### src/assert_macros.svh
// ----------------------------------------------------------------------------
// assert_macros.svh
// Shared assertion macros for the line rasterizer checks.
// ----------------------------------------------------------------------------
`ifndef ASSERT_MACROS_SVH
`define ASSERT_MACROS_SVH

// Check an implication on every clock edge outside reset.
`define DLR_ASSERT_IMPLY(lbl, ante, cons, msg) \
	lbl: assert property (@(posedge clk) disable iff (!arst_n) (ante) |-> (cons)) \
		else $error(msg);

// Check that a condition never holds outside reset.
`define DLR_ASSERT_NEVER(lbl, cond, msg) \
	lbl: assert property (@(posedge clk) disable iff (!arst_n) !(cond)) else $error(msg);

`endif

### src/dlr_pkg.sv
// ----------------------------------------------------------------------------
// dlr_pkg
// Shared constants, codes and types of the line rasterizer.
// ----------------------------------------------------------------------------
package dlr_pkg;

	// Canvas and fixed point format
	localparam int CANVAS_WIDTH  = 800;
	localparam int CANVAS_HEIGHT = 600;
	localparam int FRACTION_BITS = 16;

	// Field widths
	localparam int COORD_W = 12;
	localparam int MAG_W   = 12;
	localparam int COLOR_W = 8;
	localparam int CFG_IDX_W = 2;

	// Derived datapath widths
	localparam int STEPS_W   = MAG_W + 1;
	localparam int POS_W     = COORD_W + 1 + FRACTION_BITS;
	localparam int QUO_W     = FRACTION_BITS + 1;
	localparam int STEP_W    = QUO_W + 1;
	localparam int NUM_W     = MAG_W + FRACTION_BITS + 1;
	localparam int PIX_W     = POS_W + 1 - FRACTION_BITS;
	localparam int DIV_CNT_W = $clog2(QUO_W + 1);

	// Command queue
	localparam int QUEUE_DEPTH = 2;
	localparam int QUEUE_PTR_W = (QUEUE_DEPTH > 1) ? $clog2(QUEUE_DEPTH) : 1;
	localparam int QUEUE_CNT_W = $clog2(QUEUE_DEPTH + 1);

	// Function codes
	localparam logic FUNC_LOAD = 1'b0;
	localparam logic FUNC_STEP = 1'b1;

	// Register indexes
	localparam logic [CFG_IDX_W-1:0] REG_RED   = 2'd0;
	localparam logic [CFG_IDX_W-1:0] REG_GREEN = 2'd1;
	localparam logic [CFG_IDX_W-1:0] REG_BLUE  = 2'd2;

	// Classified command word held in the queue
	typedef struct packed {
		logic                      func;
		logic signed [COORD_W-1:0] start_x;
		logic signed [COORD_W-1:0] start_y;
		logic                      neg_x;
		logic                      neg_y;
		logic [MAG_W-1:0]          mag_x;
		logic [MAG_W-1:0]          mag_y;
		logic [MAG_W-1:0]          steps;
	} cmd_t;

	// Divider request and response
	typedef struct packed {
		logic             start;
		logic [MAG_W-1:0] divisor;
		logic [MAG_W-1:0] mag_x;
		logic [MAG_W-1:0] mag_y;
	} div_req_t;

	typedef struct packed {
		logic             done;
		logic [QUO_W-1:0] quo_x;
		logic [QUO_W-1:0] quo_y;
	} div_rsp_t;

	// Current drawing color
	typedef struct packed {
		logic [COLOR_W-1:0] red;
		logic [COLOR_W-1:0] green;
		logic [COLOR_W-1:0] blue;
	} color_t;

endpackage

### src/dlr_front.sv
// ----------------------------------------------------------------------------
// dlr_front
// Input side: accepts words, works out deltas and step count, and queues them.
// ----------------------------------------------------------------------------
module dlr_front (
	input  logic                              clk,
	input  logic                              arst_n,
	input  logic                              in_valid,
	output logic                              in_stall,
	input  logic                              func,
	input  logic signed [dlr_pkg::COORD_W-1:0] start_x,
	input  logic signed [dlr_pkg::COORD_W-1:0] start_y,
	input  logic signed [dlr_pkg::COORD_W-1:0] end_x,
	input  logic signed [dlr_pkg::COORD_W-1:0] end_y,
	output logic                              cmd_valid,
	output dlr_pkg::cmd_t                     cmd,
	input  logic                              cmd_pop
);

	logic signed [dlr_pkg::COORD_W:0] dx;
	logic signed [dlr_pkg::COORD_W:0] dy;
	logic [dlr_pkg::COORD_W:0]        abs_x;
	logic [dlr_pkg::COORD_W:0]        abs_y;
	dlr_pkg::cmd_t                    cmd_in;
	logic                             push;

	dlr_pkg::cmd_t                      queue_q [dlr_pkg::QUEUE_DEPTH];
	logic [dlr_pkg::QUEUE_PTR_W-1:0]    wr_ptr_q;
	logic [dlr_pkg::QUEUE_PTR_W-1:0]    rd_ptr_q;
	logic [dlr_pkg::QUEUE_CNT_W-1:0]    count_q;

	// Classify: signed deltas, magnitudes and the longer axis
	always_comb begin
		dx    = (dlr_pkg::COORD_W+1)'(end_x) - (dlr_pkg::COORD_W+1)'(start_x);
		dy    = (dlr_pkg::COORD_W+1)'(end_y) - (dlr_pkg::COORD_W+1)'(start_y);
		abs_x = dx[dlr_pkg::COORD_W] ? -dx : dx;
		abs_y = dy[dlr_pkg::COORD_W] ? -dy : dy;
		cmd_in.func    = func;
		cmd_in.start_x = start_x;
		cmd_in.start_y = start_y;
		cmd_in.neg_x   = dx[dlr_pkg::COORD_W];
		cmd_in.neg_y   = dy[dlr_pkg::COORD_W];
		cmd_in.mag_x   = abs_x[dlr_pkg::MAG_W-1:0];
		cmd_in.mag_y   = abs_y[dlr_pkg::MAG_W-1:0];
		cmd_in.steps   = (abs_x > abs_y) ? abs_x[dlr_pkg::MAG_W-1:0]
		                                 : abs_y[dlr_pkg::MAG_W-1:0];
	end

	assign in_stall  = (count_q == dlr_pkg::QUEUE_CNT_W'(dlr_pkg::QUEUE_DEPTH));
	assign push      = in_valid && !in_stall;
	assign cmd_valid = (count_q != '0);
	assign cmd       = queue_q[rd_ptr_q];

	// Store pushed words
	always_ff @(posedge clk) begin
		if (push) begin
			queue_q[wr_ptr_q] <= cmd_in;
		end
	end

	// Advance pointers and the fill count
	always_ff @(posedge clk or negedge arst_n) begin
		if (!arst_n) begin
			wr_ptr_q <= '0;
			rd_ptr_q <= '0;
			count_q  <= '0;
		end else begin
			if (push) begin
				wr_ptr_q <= (wr_ptr_q == dlr_pkg::QUEUE_PTR_W'(dlr_pkg::QUEUE_DEPTH - 1))
				            ? '0 : wr_ptr_q + 1'b1;
			end
			if (cmd_pop) begin
				rd_ptr_q <= (rd_ptr_q == dlr_pkg::QUEUE_PTR_W'(dlr_pkg::QUEUE_DEPTH - 1))
				            ? '0 : rd_ptr_q + 1'b1;
			end
			if (push && !cmd_pop) begin
				count_q <= count_q + 1'b1;
			end else if (!push && cmd_pop) begin
				count_q <= count_q - 1'b1;
			end
		end
	end

endmodule

### src/dlr_divider.sv
// ----------------------------------------------------------------------------
// dlr_divider
// Two-lane restoring divider for the per-axis increments, one bit a cycle.
// Computes round(mag * 2^FRACTION_BITS / steps) for both axes.
// ----------------------------------------------------------------------------
module dlr_divider (
	input  logic              clk,
	input  logic              arst_n,
	input  dlr_pkg::div_req_t req,
	output dlr_pkg::div_rsp_t rsp
);

	localparam logic [dlr_pkg::DIV_CNT_W-1:0] LAST_ITER =
		dlr_pkg::DIV_CNT_W'(dlr_pkg::QUO_W - 1);

	logic                              busy_q;
	logic                              done_q;
	logic [dlr_pkg::DIV_CNT_W-1:0]     cnt_q;
	logic [dlr_pkg::MAG_W-1:0]         div_q;
	logic [dlr_pkg::MAG_W-1:0]         rem_x_q;
	logic [dlr_pkg::MAG_W-1:0]         rem_y_q;
	logic [dlr_pkg::QUO_W-1:0]         sh_x_q;
	logic [dlr_pkg::QUO_W-1:0]         sh_y_q;
	logic [dlr_pkg::NUM_W-1:0]         num_x;
	logic [dlr_pkg::NUM_W-1:0]         num_y;
	logic [dlr_pkg::MAG_W:0]           iter_x;
	logic [dlr_pkg::MAG_W:0]           iter_y;

	// One restoring step: returns {quotient bit, next remainder}
	function automatic logic [dlr_pkg::MAG_W:0] div_iter(
		input logic [dlr_pkg::MAG_W-1:0] rem,
		input logic                      nbit,
		input logic [dlr_pkg::MAG_W-1:0] dvs
	);
		logic [dlr_pkg::MAG_W+1:0] diff;
		logic [dlr_pkg::MAG_W:0]   shifted;
		shifted = {rem, nbit};
		diff    = {1'b0, shifted} - {2'b00, dvs};
		if (diff[dlr_pkg::MAG_W+1]) begin
			div_iter = {1'b0, shifted[dlr_pkg::MAG_W-1:0]};
		end else begin
			div_iter = {1'b1, diff[dlr_pkg::MAG_W-1:0]};
		end
	endfunction

	// Numerators with the rounding term folded in
	assign num_x = {1'b0, req.mag_x, {dlr_pkg::FRACTION_BITS{1'b0}}}
	             + dlr_pkg::NUM_W'(req.divisor[dlr_pkg::MAG_W-1:1]);
	assign num_y = {1'b0, req.mag_y, {dlr_pkg::FRACTION_BITS{1'b0}}}
	             + dlr_pkg::NUM_W'(req.divisor[dlr_pkg::MAG_W-1:1]);

	assign iter_x = div_iter(rem_x_q, sh_x_q[dlr_pkg::QUO_W-1], div_q);
	assign iter_y = div_iter(rem_y_q, sh_y_q[dlr_pkg::QUO_W-1], div_q);

	// Datapath: load numerators, then shift quotient bits in
	always_ff @(posedge clk) begin
		if (req.start) begin
			div_q   <= req.divisor;
			rem_x_q <= num_x[dlr_pkg::NUM_W-1:dlr_pkg::QUO_W];
			rem_y_q <= num_y[dlr_pkg::NUM_W-1:dlr_pkg::QUO_W];
			sh_x_q  <= num_x[dlr_pkg::QUO_W-1:0];
			sh_y_q  <= num_y[dlr_pkg::QUO_W-1:0];
		end else if (busy_q) begin
			rem_x_q <= iter_x[dlr_pkg::MAG_W-1:0];
			rem_y_q <= iter_y[dlr_pkg::MAG_W-1:0];
			sh_x_q  <= {sh_x_q[dlr_pkg::QUO_W-2:0], iter_x[dlr_pkg::MAG_W]};
			sh_y_q  <= {sh_y_q[dlr_pkg::QUO_W-2:0], iter_y[dlr_pkg::MAG_W]};
		end
	end

	// Control: count iterations and flag completion
	always_ff @(posedge clk or negedge arst_n) begin
		if (!arst_n) begin
			busy_q <= 1'b0;
			done_q <= 1'b0;
			cnt_q  <= '0;
		end else begin
			done_q <= 1'b0;
			if (req.start) begin
				busy_q <= 1'b1;
				cnt_q  <= '0;
			end else if (busy_q) begin
				if (cnt_q == LAST_ITER) begin
					busy_q <= 1'b0;
					done_q <= 1'b1;
				end else begin
					cnt_q <= cnt_q + 1'b1;
				end
			end
		end
	end

	assign rsp.done  = done_q;
	assign rsp.quo_x = sh_x_q;
	assign rsp.quo_y = sh_y_q;

endmodule

### src/dlr_back.sv
// ----------------------------------------------------------------------------
// dlr_back
// Execution side: takes queued words, sets up lines, walks the accumulators
// and holds each pixel in the output register.
// ----------------------------------------------------------------------------
`include "assert_macros.svh"

module dlr_back (
	input  logic                               clk,
	input  logic                               arst_n,
	input  logic                               cmd_valid,
	input  dlr_pkg::cmd_t                      cmd,
	output logic                               cmd_pop,
	output dlr_pkg::div_req_t                  div_req,
	input  dlr_pkg::div_rsp_t                  div_rsp,
	input  dlr_pkg::color_t                    color,
	output logic                               out_valid,
	input  logic                               out_stall,
	output logic signed [dlr_pkg::COORD_W-1:0] pixel_x,
	output logic signed [dlr_pkg::COORD_W-1:0] pixel_y,
	output logic                               pixel_visible,
	output logic [dlr_pkg::COLOR_W-1:0]        pixel_red,
	output logic [dlr_pkg::COLOR_W-1:0]        pixel_green,
	output logic [dlr_pkg::COLOR_W-1:0]        pixel_blue,
	output logic                               last_pixel
);

	localparam logic signed [dlr_pkg::POS_W:0] HALF =
		(dlr_pkg::POS_W+1)'(1) <<< (dlr_pkg::FRACTION_BITS - 1);
	localparam logic [dlr_pkg::PIX_W-2:0] CANVAS_X = (dlr_pkg::PIX_W-1)'(dlr_pkg::CANVAS_WIDTH);
	localparam logic [dlr_pkg::PIX_W-2:0] CANVAS_Y = (dlr_pkg::PIX_W-1)'(dlr_pkg::CANVAS_HEIGHT);

	logic                               active_q;
	logic                               wait_q;
	logic                               neg_x_q;
	logic                               neg_y_q;
	logic signed [dlr_pkg::POS_W-1:0]   xpos_q;
	logic signed [dlr_pkg::POS_W-1:0]   ypos_q;
	logic signed [dlr_pkg::STEP_W-1:0]  xstep_q;
	logic signed [dlr_pkg::STEP_W-1:0]  ystep_q;
	logic [dlr_pkg::STEPS_W-1:0]        remain_q;
	logic                               out_valid_q;

	logic                               out_free;
	logic                               is_load;
	logic                               emit;
	logic                               last;
	logic signed [dlr_pkg::PIX_W-1:0]   rx;
	logic signed [dlr_pkg::PIX_W-1:0]   ry;
	logic signed [dlr_pkg::STEP_W-1:0]  qx;
	logic signed [dlr_pkg::STEP_W-1:0]  qy;

	// Round a fixed point position to the nearest integer, ties away from zero
	function automatic logic signed [dlr_pkg::PIX_W-1:0] round_pos(
		input logic signed [dlr_pkg::POS_W-1:0] pos
	);
		logic signed [dlr_pkg::POS_W:0] sum;
		sum = (dlr_pkg::POS_W+1)'(pos) + (pos[dlr_pkg::POS_W-1] ? HALF - 1'b1 : HALF);
		round_pos = dlr_pkg::PIX_W'(sum >>> dlr_pkg::FRACTION_BITS);
	endfunction

	// Pop decision: held while dividing; loads and stray steps go, line steps need room
	assign out_free = !out_valid_q || !out_stall;
	assign is_load  = (cmd.func == dlr_pkg::FUNC_LOAD);
	assign cmd_pop  = cmd_valid && !wait_q && (is_load || !active_q || out_free);
	assign emit     = cmd_pop && !is_load && active_q;
	assign last     = (remain_q <= dlr_pkg::STEPS_W'(1));

	assign rx = round_pos(xpos_q);
	assign ry = round_pos(ypos_q);

	// Start the divider for any line longer than one pixel
	assign div_req.start   = cmd_pop && is_load && (cmd.steps != '0);
	assign div_req.divisor = cmd.steps;
	assign div_req.mag_x   = cmd.mag_x;
	assign div_req.mag_y   = cmd.mag_y;

	assign qx = {1'b0, div_rsp.quo_x};
	assign qy = {1'b0, div_rsp.quo_y};

	// Line state
	always_ff @(posedge clk or negedge arst_n) begin
		if (!arst_n) begin
			active_q <= 1'b0;
			wait_q   <= 1'b0;
			neg_x_q  <= 1'b0;
			neg_y_q  <= 1'b0;
			xpos_q   <= '0;
			ypos_q   <= '0;
			xstep_q  <= '0;
			ystep_q  <= '0;
			remain_q <= '0;
		end else begin
			if (div_rsp.done) begin
				xstep_q <= neg_x_q ? -qx : qx;
				ystep_q <= neg_y_q ? -qy : qy;
				wait_q  <= 1'b0;
			end
			if (cmd_pop && is_load) begin
				active_q <= 1'b1;
				wait_q   <= (cmd.steps != '0);
				neg_x_q  <= cmd.neg_x;
				neg_y_q  <= cmd.neg_y;
				xpos_q   <= {cmd.start_x[dlr_pkg::COORD_W-1], cmd.start_x,
				             {dlr_pkg::FRACTION_BITS{1'b0}}};
				ypos_q   <= {cmd.start_y[dlr_pkg::COORD_W-1], cmd.start_y,
				             {dlr_pkg::FRACTION_BITS{1'b0}}};
				xstep_q  <= '0;
				ystep_q  <= '0;
				remain_q <= dlr_pkg::STEPS_W'(cmd.steps) + dlr_pkg::STEPS_W'(1);
			end else if (emit) begin
				xpos_q <= xpos_q + dlr_pkg::POS_W'(xstep_q);
				ypos_q <= ypos_q + dlr_pkg::POS_W'(ystep_q);
				if (last) begin
					active_q <= 1'b0;
					remain_q <= '0;
				end else begin
					remain_q <= remain_q - 1'b1;
				end
			end
		end
	end

	// Output word valid: set on emit, drop once taken
	always_ff @(posedge clk or negedge arst_n) begin
		if (!arst_n) begin
			out_valid_q <= 1'b0;
		end else if (emit) begin
			out_valid_q <= 1'b1;
		end else if (!out_stall) begin
			out_valid_q <= 1'b0;
		end
	end

	// Output word payload
	always_ff @(posedge clk) begin
		if (emit) begin
			pixel_x       <= rx[dlr_pkg::COORD_W-1:0];
			pixel_y       <= ry[dlr_pkg::COORD_W-1:0];
			pixel_visible <= !rx[dlr_pkg::PIX_W-1] && (rx[dlr_pkg::PIX_W-2:0] < CANVAS_X)
			              && !ry[dlr_pkg::PIX_W-1] && (ry[dlr_pkg::PIX_W-2:0] < CANVAS_Y);
			pixel_red     <= color.red;
			pixel_green   <= color.green;
			pixel_blue    <= color.blue;
			last_pixel    <= last;
		end
	end

	assign out_valid = out_valid_q;

	`DLR_ASSERT_NEVER(a_emit_over_held, emit && out_valid_q && out_stall, "pixel overwrote a held word")
	`DLR_ASSERT_IMPLY(a_pop_not_waiting, cmd_pop, !wait_q, "word taken during increment division")
	`DLR_ASSERT_IMPLY(a_idle_no_remain, !active_q, remain_q == '0, "idle line with pixels left")
	`DLR_ASSERT_IMPLY(a_done_when_waiting, div_rsp.done, wait_q && active_q, "unexpected divider result")

endmodule

### src/dda_line_rasterizer.sv
// ----------------------------------------------------------------------------
// dda_line_rasterizer
// DDA line rasterizer: loads endpoints, then emits one pixel per step word.
//
// Usage:
//   Input channel (in_valid / in_stall): func 0 loads a line from start_x/y to
//   end_x/y; func 1 asks for the next pixel of the active line. A step word
//   with no active line is dropped without output.
//   Output channel (out_valid / out_stall): one pixel word per step word on an
//   active line, with coordinate, canvas visibility, color and last flag.
//   Config channel (cfg_valid / cfg_ready): writes the red, green and blue
//   registers; cfg_ready is always high. Write only while the block is idle.
//   A step word is registered into the output register when the back end takes
//   it from the queue; steps sustain one pixel per cycle while the output is
//   not stalled. A load holds the back end until the one-bit-per-cycle
//   increment divider returns; a single-pixel line skips the divider.
//   A two-word queue lets input be accepted while the back end divides.
//   Reset clears the line state and queue and sets the color to red.
//   When out_stall is high a held pixel word stays and the back end stops taking
//   step words for the active line; input stalls once the queue is full.
// ----------------------------------------------------------------------------
module dda_line_rasterizer (
	input  logic                                clk,
	input  logic                                arst_n,
	input  logic                                in_valid,
	output logic                                in_stall,
	input  logic                                func,
	input  logic signed [dlr_pkg::COORD_W-1:0]  start_x,
	input  logic signed [dlr_pkg::COORD_W-1:0]  start_y,
	input  logic signed [dlr_pkg::COORD_W-1:0]  end_x,
	input  logic signed [dlr_pkg::COORD_W-1:0]  end_y,
	output logic                                out_valid,
	input  logic                                out_stall,
	output logic signed [dlr_pkg::COORD_W-1:0]  pixel_x,
	output logic signed [dlr_pkg::COORD_W-1:0]  pixel_y,
	output logic                                pixel_visible,
	output logic [dlr_pkg::COLOR_W-1:0]         pixel_red,
	output logic [dlr_pkg::COLOR_W-1:0]         pixel_green,
	output logic [dlr_pkg::COLOR_W-1:0]         pixel_blue,
	output logic                                last_pixel,
	input  logic                                cfg_valid,
	output logic                                cfg_ready,
	input  logic [dlr_pkg::CFG_IDX_W-1:0]       cfg_index,
	input  logic [dlr_pkg::COLOR_W-1:0]         cfg_data
);

	dlr_pkg::color_t   color_q;
	dlr_pkg::cmd_t     cmd;
	logic              cmd_valid;
	logic              cmd_pop;
	dlr_pkg::div_req_t div_req;
	dlr_pkg::div_rsp_t div_rsp;

	assign cfg_ready = 1'b1;

	// Color registers; unknown indexes are dropped
	always_ff @(posedge clk or negedge arst_n) begin
		if (!arst_n) begin
			color_q.red   <= '1;
			color_q.green <= '0;
			color_q.blue  <= '0;
		end else if (cfg_valid && cfg_ready) begin
			unique case (cfg_index)
				dlr_pkg::REG_RED:   color_q.red   <= cfg_data;
				dlr_pkg::REG_GREEN: color_q.green <= cfg_data;
				dlr_pkg::REG_BLUE:  color_q.blue  <= cfg_data;
				default: ;
			endcase
		end
	end

	dlr_front u_front (
		.clk       (clk),
		.arst_n    (arst_n),
		.in_valid  (in_valid),
		.in_stall  (in_stall),
		.func      (func),
		.start_x   (start_x),
		.start_y   (start_y),
		.end_x     (end_x),
		.end_y     (end_y),
		.cmd_valid (cmd_valid),
		.cmd       (cmd),
		.cmd_pop   (cmd_pop)
	);

	dlr_divider u_divider (
		.clk    (clk),
		.arst_n (arst_n),
		.req    (div_req),
		.rsp    (div_rsp)
	);

	dlr_back u_back (
		.clk           (clk),
		.arst_n        (arst_n),
		.cmd_valid     (cmd_valid),
		.cmd           (cmd),
		.cmd_pop       (cmd_pop),
		.div_req       (div_req),
		.div_rsp       (div_rsp),
		.color         (color_q),
		.out_valid     (out_valid),
		.out_stall     (out_stall),
		.pixel_x       (pixel_x),
		.pixel_y       (pixel_y),
		.pixel_visible (pixel_visible),
		.pixel_red     (pixel_red),
		.pixel_green   (pixel_green),
		.pixel_blue    (pixel_blue),
		.last_pixel    (last_pixel)
	);

endmodule

### config.mk
export PLATFORM = sky130hd
export DESIGN_NAME = dda_line_rasterizer
export DESIGN_NICKNAME = d
export VERILOG_FILES = /design/src/dlr_pkg.sv /design/src/dlr_front.sv /design/src/dlr_divider.sv /design/src/dlr_back.sv /design/src/dda_line_rasterizer.sv
export VERILOG_INCLUDE_DIRS = /design/src /design/src/src
export SDC_FILE = /design/constraint.sdc
export NUM_CORES = 1
export LEC_CHECK = 0
export BUFFER_PORTS_ARGS = -buffer_cell sky130_fd_sc_hd__buf_2
export CAP_MARGIN = 40
export CORE_ASPECT_RATIO = 1.2
export CORE_MARGIN = 1.5
export CORE_UTILIZATION = 41
export CTS_CLUSTER_SIZE = 12
export DETAILED_ROUTE_END_ITERATION = 6
export SLEW_MARGIN = 20
export SYNTH_ARGS = -nofsm -noshare
export SYNTH_HDL_FRONTEND = slang
export SYNTH_HIERARCHICAL = 1
export SYNTH_SLANG_ARGS = --single-unit
### constraint.sdc
create_clock -name clk -period 7.05 [get_ports clk]
set_input_delay 1.41 -clock clk [delete_from_list [all_inputs] [get_ports clk]]
set_output_delay 1.41 -clock clk [all_outputs]
set_load 0.01 [all_outputs]
After elaboration in Yosys (flattened, before gate mapping)
Memories as Yosys holds them, arrays and structs flattened.
Index checks and enable logic that the tools add are counted.
{"block": "totals", "ff_bits": 267, "latch_bits": 0, "mem_bits_rw": 126, "elab_cells": 151, "out_inout_bits": 53, "input_bits": 64, "mem_count": 1, "mem_bits_ro": 0}
{"block": "op_classes", "n_mul": 0, "muxes": 50, "order_cmp": 4, "div_mod_pow": 0, "shift": 0, "eq_ne": 6, "add_sub_neg": 21, "n_reduce_logical": 37, "bitwise": 1}
{"memory": "u_front.queue_q", "words": 2, "width": 63, "read_ports": 1, "rd_ports_with_merged_regs": 0, "write_ports": 1, "line": "dlr_front.sv:27", "text": "dlr_pkg::cmd_t queue_q [dlr_pkg::QUEUE_DEPTH];"}
{"operator": "$mux 29", "count": 4}
{"operator": "$mux 18", "count": 6}
{"operator": "$mux 13", "count": 7}
{"operator": "$mux 17", "count": 4}
{"operator": "$add 30x30->30", "count": 2}
{"operator": "$mux 12", "count": 5}
{"operator": "$add 28x11->29", "count": 2}
{"operator": "$add 29x18->29", "count": 2}
{"operator": "$neg 17->18", "count": 2}
{"operator": "$mux 16", "count": 2}
{"operator": "$sub 13x12->14", "count": 2}
{"operator": "$lt 13x10->1 const B", "count": 2}
{"operator": "$neg 13->13", "count": 2}
{"operator": "$sub 12x12->13", "count": 2}
{"operator": "$mux 1", "count": 17}
{"operator": "$mux 5", "count": 3}
{"operator": "$add 12x1->13 const B", "count": 1}
{"operator": "$gt 13x13->1", "count": 1}
{"operator": "$le 13x1->1 const B", "count": 1}
{"operator": "$sub 13x1->13 const B", "count": 1}
{"operator": "$logic_and 1x1->1", "count": 12}
{"operator": "$reduce_bool 12->1", "count": 1}
{"operator": "$reduce_bool 2->1", "count": 6}
{"operator": "$reduce_and 2->1", "count": 5}
{"operator": "14 further kinds", "count": 27}

Depth between registers and ports, before layout
An unclocked memory read counts as a cell.
{"block": "logic_depth", "ltp_word": 9, "depth_mapped": 22, "mapped_depth_nobuf": 20}

Modules after synthesis
Netlist, hierarchy kept.
{"module": "dlr_back", "cells_each": 1198, "instances": 1, "seq_area_each_um2": 4304.1, "area_each_um2": 11109.4}
{"module": "dlr_front", "cells_each": 565, "instances": 1, "seq_area_each_um2": 3883.7, "area_each_um2": 7158.1}
{"module": "dlr_divider", "cells_each": 400, "instances": 1, "seq_area_each_um2": 2277.2, "area_each_um2": 4451.8}
{"module": "dda_line_rasterizer", "cells_each": 53, "instances": 1, "seq_area_each_um2": 610.6, "area_each_um2": 933.4}

Least setup slack after synthesis
No wires, ideal clock.
{"block": "synth_path", "path_type": "input-to-reg", "start": "input port end_y[0] (netlist bit)", "end": "memory u_front/queue_q[0][1] (netlist bit) (data pin)", "slack_ns": 1.209, "stages": 19, "setup_time_ns": 0.262, "t_required_ns": 6.788, "path_buffers": 1, "t_arrival_ns": 5.578, "path_cell_list": "inv_1 ha_1 fa_1 nand2b_1 a21o_1 and4b_1 or3_1 a311oi_2 a211oi_2 or2_4 xor2_1 ha_1 nand4_1 or4_1 o2111ai_1 a21o_1 and2_1 clkbuf_1 mux2_2"}
{"element": "start, declared", "line": "dda_line_rasterizer.sv:31", "text": "input logic signed [dlr_pkg::COORD_W-1:0] end_y,"}
{"element": "end, declared", "line": "dlr_front.sv:27"}

==> flow_metrics.tcl <==
set metrics [dict create \
    outcome "completed" \
    p_clk_share_pct 19.5 \
    die_h_um 266 \
    r2r_setup_slack_ns 2.87 \
    synth_ff_type "edfxtp_1" \
    netSwitchingPower_mw 4.53 \
    comb_power_share_pct 44.1 \
    synth_area_um2 23700 \
    yosys.area.top_type_share_pct 31.2 \
    slew-limit-headroom_pct 48.2 \
    path_max_fanout 7 \
    leakagePower_nw 11.1 \
    cp_cell_sequence "buf_2 > ha_1 > fa_1 > nand2b_1 > a21oi_1 > o31a_2 > a31oi_1 > or4b_1 > a2111oi_2 > or2_1 > xor2_1 > ha_1 > nand4_1 > or4_1 > o2111ai_1 > a21o_1 > and2_1 > mux2_2" \
    period_share_pct 81.6 \
    vias_per_cell 5.53 \
    cp_slowest_cell "or4b_1" \
    clk_latency_ns 0.58 \
    fmax_mhz 174 \
    grt_pass1_vias 17100 \
    seq_area_um2 11100 \
    coreArea_um2 57100 \
    worstReg2RegStart "u_front/rd_ptr_q$_DFFE_PN0P_" \
    async_reset_ff_share_pct 37.4 \
    layout_commonest_cell "edfxtp_1" \
    pwr_density_cell_nw_per_um2 437 \
    crit_family "simple AND/OR/NAND/NOR gates" \
    setup-tns-final_ns 0 \
    die_x_um 222 \
    tightest_slew_ns 0.778 \
    switching_share_pct 39.3 \
    grt_overflow 0 \
    clkTransAtPathRegs_ns 0.06 \
    fin_crit_ns 5.75 \
    synth_cells 2216 \
    antenna_found_initial 0 \
    ys_ff_latch 393 \
    r2r-end "u_divider/rem_y_q[10]$_DFFE_PP_" \
    final_antenna_net_count 0 \
    dpl.hpwl_um 42700 \
    finalMaxSlewViolations 0 \
    hold_buffers 0 \
    finalSetupViolations 0 \
    final_cell_mix "edfxtp_1 (246), ha_1 (158), o21ai_0 (151), nor2_1 (142)" \
    drt_first_pass_iters 5 \
    post_cts_buffers 0 \
    fillers 5242 \
    p_int_mw 7.00 \
    vias 17000 \
    placement.io_buffers 115 \
    grt_max_degree 83 \
    clock_sinks 393 \
    cp_slowest_stage_delay_ns 0.55 \
    antenna_cells 0 \
    multi_input_area_um2 11600 \
    cts_buffer_depth 3 \
    drt_wl_total_um 58100 \
    ioPinCount 117 \
    ir_drop_mv 0.180 \
    timing.final.hold_violations 0 \
    synth_edf_count 246 \
    timing.hold.ws_ns 0.442 \
    synth_area_per_cell_um2 10.7 \
    rsz0062_at_grt "no" \
    wire_per_inst_um 18.9 \
    cts_tree "done" \
    cp.buffers_inverters 1 \
    final.setup_skew_ns 0.0315 \
    crit_start "start_y[0]" \
    synthTopCellsByArea "edfxtp_1 (31%), dfrtp_1 (15%), ha_1 (8.4%)" \
    numCtsBuffers 44 \
    synth-seq-area-share_pct 46.8 \
    worstHoldPathCells 0 \
    synth_warnings 6 \
    grt_pass1_wl_um 92500 \
    cts_max_level 2 \
    end_kind "flip-flop" \
    hp-start "color_q[2]$_DFFE_PN0P_" \
    placementRows 96 \
    worst_path_most_repeated_cell "ha_1" \
    grt_usage_pct 19.7 \
    hold_class "reg -> reg" \
    worstPathRequired_ns 7.35 \
    power_frac_seq_pct 36.3 \
    synth_cell_types 96 \
    critical_path_class "in -> reg" \
    place_congestion 0.841 \
    maxCapViolCount 0 \
    synth_area_leader_cell "edfxtp_1" \
    nets 2526 \
    area_growth_pct 11.5 \
    initial_core_util_pct 41.5 \
    dieArea_um2 59100 \
    cp.arrival_ns 6.05 \
    synth_fp_nets 2444 \
    root_buffer "clkbuf_16" \
    reg2reg_depth 10 \
    drc 0 \
    min_to "u_back/pixel_blue[2]$_DFFE_PP_" \
    start_kind "primary input" \
    ctsResizeCount 0 \
    final_layout_size_suffix_gt1_share_pct 16.2 \
    drt_iter0_drc 1057 \
]
sequential cells by signal (all words and copies together) (netlist names), 13 cells and up:
| signal | flops |
|---|---|
| color_q | 24 |
| u_back/remain_q | 13 |
| u_back/xpos_q | 29 |
| u_back/xstep_q | 18 |
| u_back/ypos_q | 29 |
| u_back/ystep_q | 18 |
| u_divider/sh_x_q | 17 |
| u_divider/sh_y_q | 17 |
| u_front/queue_q | 126 |
layout make-up:
cell class,instances,share of cell area [%]
Multi-Input combinational cell,1580,43.8
Clock buffer,62,4.71
Timing Repair Buffer,146,3.49
Tap cell,735,3.49
Inverter,133,1.89
Clock inverter,19,0.622
Sequential cell,393,42.0
per-stage QoR:
stage / cells / area (um2) / total power, mW / utilization [%] / setup WS [ns]
after floorplan: 2216 / 23700 / 7.99 / - / 1.21
after global placement: 2977 / 24800 / 9.13 / 43.4 / 0.778
after detailed placement: 2982 / 24900 / 9.29 / 43.6 / 0.755
after CTS: 3063 / 26300 / 11.6 / 46.0 / 1.32
after global routing: 3068 / 26400 / 12.4 / 46.2 / 0.901
final: 3068 / 26400 / 11.5 / 46.2 / 1.30
power groups by stage:
stage / clock network [mW] / logic (mW) / registers, mW
2_1_floorplan: 0 / 3.98 / 4.02
3_3_place_gp: 0 / 4.92 / 4.21
3_5_place_dp: 0 / 5.04 / 4.25
4_1_cts: 2.31 / 5.07 / 4.21
5_1_grt: 2.40 / 5.68 / 4.30
6_report: 2.25 / 5.09 / 4.19
worst reg2reg max path, cell delays in order, from the launching register on:
cell       delay, ns
dfrtp_2         0.59
buf_4           0.63
mux2_2          0.51
inv_1           0.08
ha_1            0.14
nor4b_1         0.47
a31oi_4         0.17
buf_4           0.28
buf_4           0.40
a2111oi_0       0.52
nor3_1          0.11
kinds of logic (layout without fill, tap and decap cells):
logic type / after synthesis / count (layout) / synth area share, %
xor+xnor: 163 / 163 / 6.04
flops: 393 / 393 / 46.8
other cells: 1 / 1 / 0.0159
compound gates: 546 / 546 / 15.2
mux: 137 / 137 / 6.46
buf+inv: 243 / 360 / 4.52
simple gates: 569 / 569 / 12.1
fa+ha+maj: 164 / 164 / 8.87
per-layer routing:
layer | track usage [%] | part of all wire, %
met1 | 24.0 | 43
met2 | 35.5 | 51
met3 | 2.68 | 3.6
met4 | 6.72 | 2.9
met5 | 0 | 0
Yosys cell counts, types with 39 or more instances:
master,n
a211oi_1,40
a21o_1,51
a21oi_1,118
buf_4,39
clkbuf_1,61
dfrtp_1,139
edfxtp_1,246
ha_1,158
inv_1,133
mux2_2,110
nand2_1,137
nand3_1,75
nor2_1,144
o21ai_0,151
xnor2_1,67
xor2_1,96
how the worst max path moves through the flow:
stage	to	slack, ns	depth (start not counted)
4_1_cts	u_front/queue_q[0][1]$_DFFE_PP_	1.32	18
3_5_place_dp	u_front/queue_q[0][1]$_DFFE_PP_	0.76	18
3_3_place_gp	u_front/queue_q[0][11]$_DFFE_PP_	0.78	19
5_1_grt	u_front/queue_q[1][11]$_DFFE_PP_	0.90	18
2_1_floorplan	u_front/queue_q[0][1]$_DFFE_PP_	1.21	19
6_report	u_front/queue_q[0][1]$_DFFE_PP_	1.30	18
No activity file was read; power rests on OpenSTA's default activity.
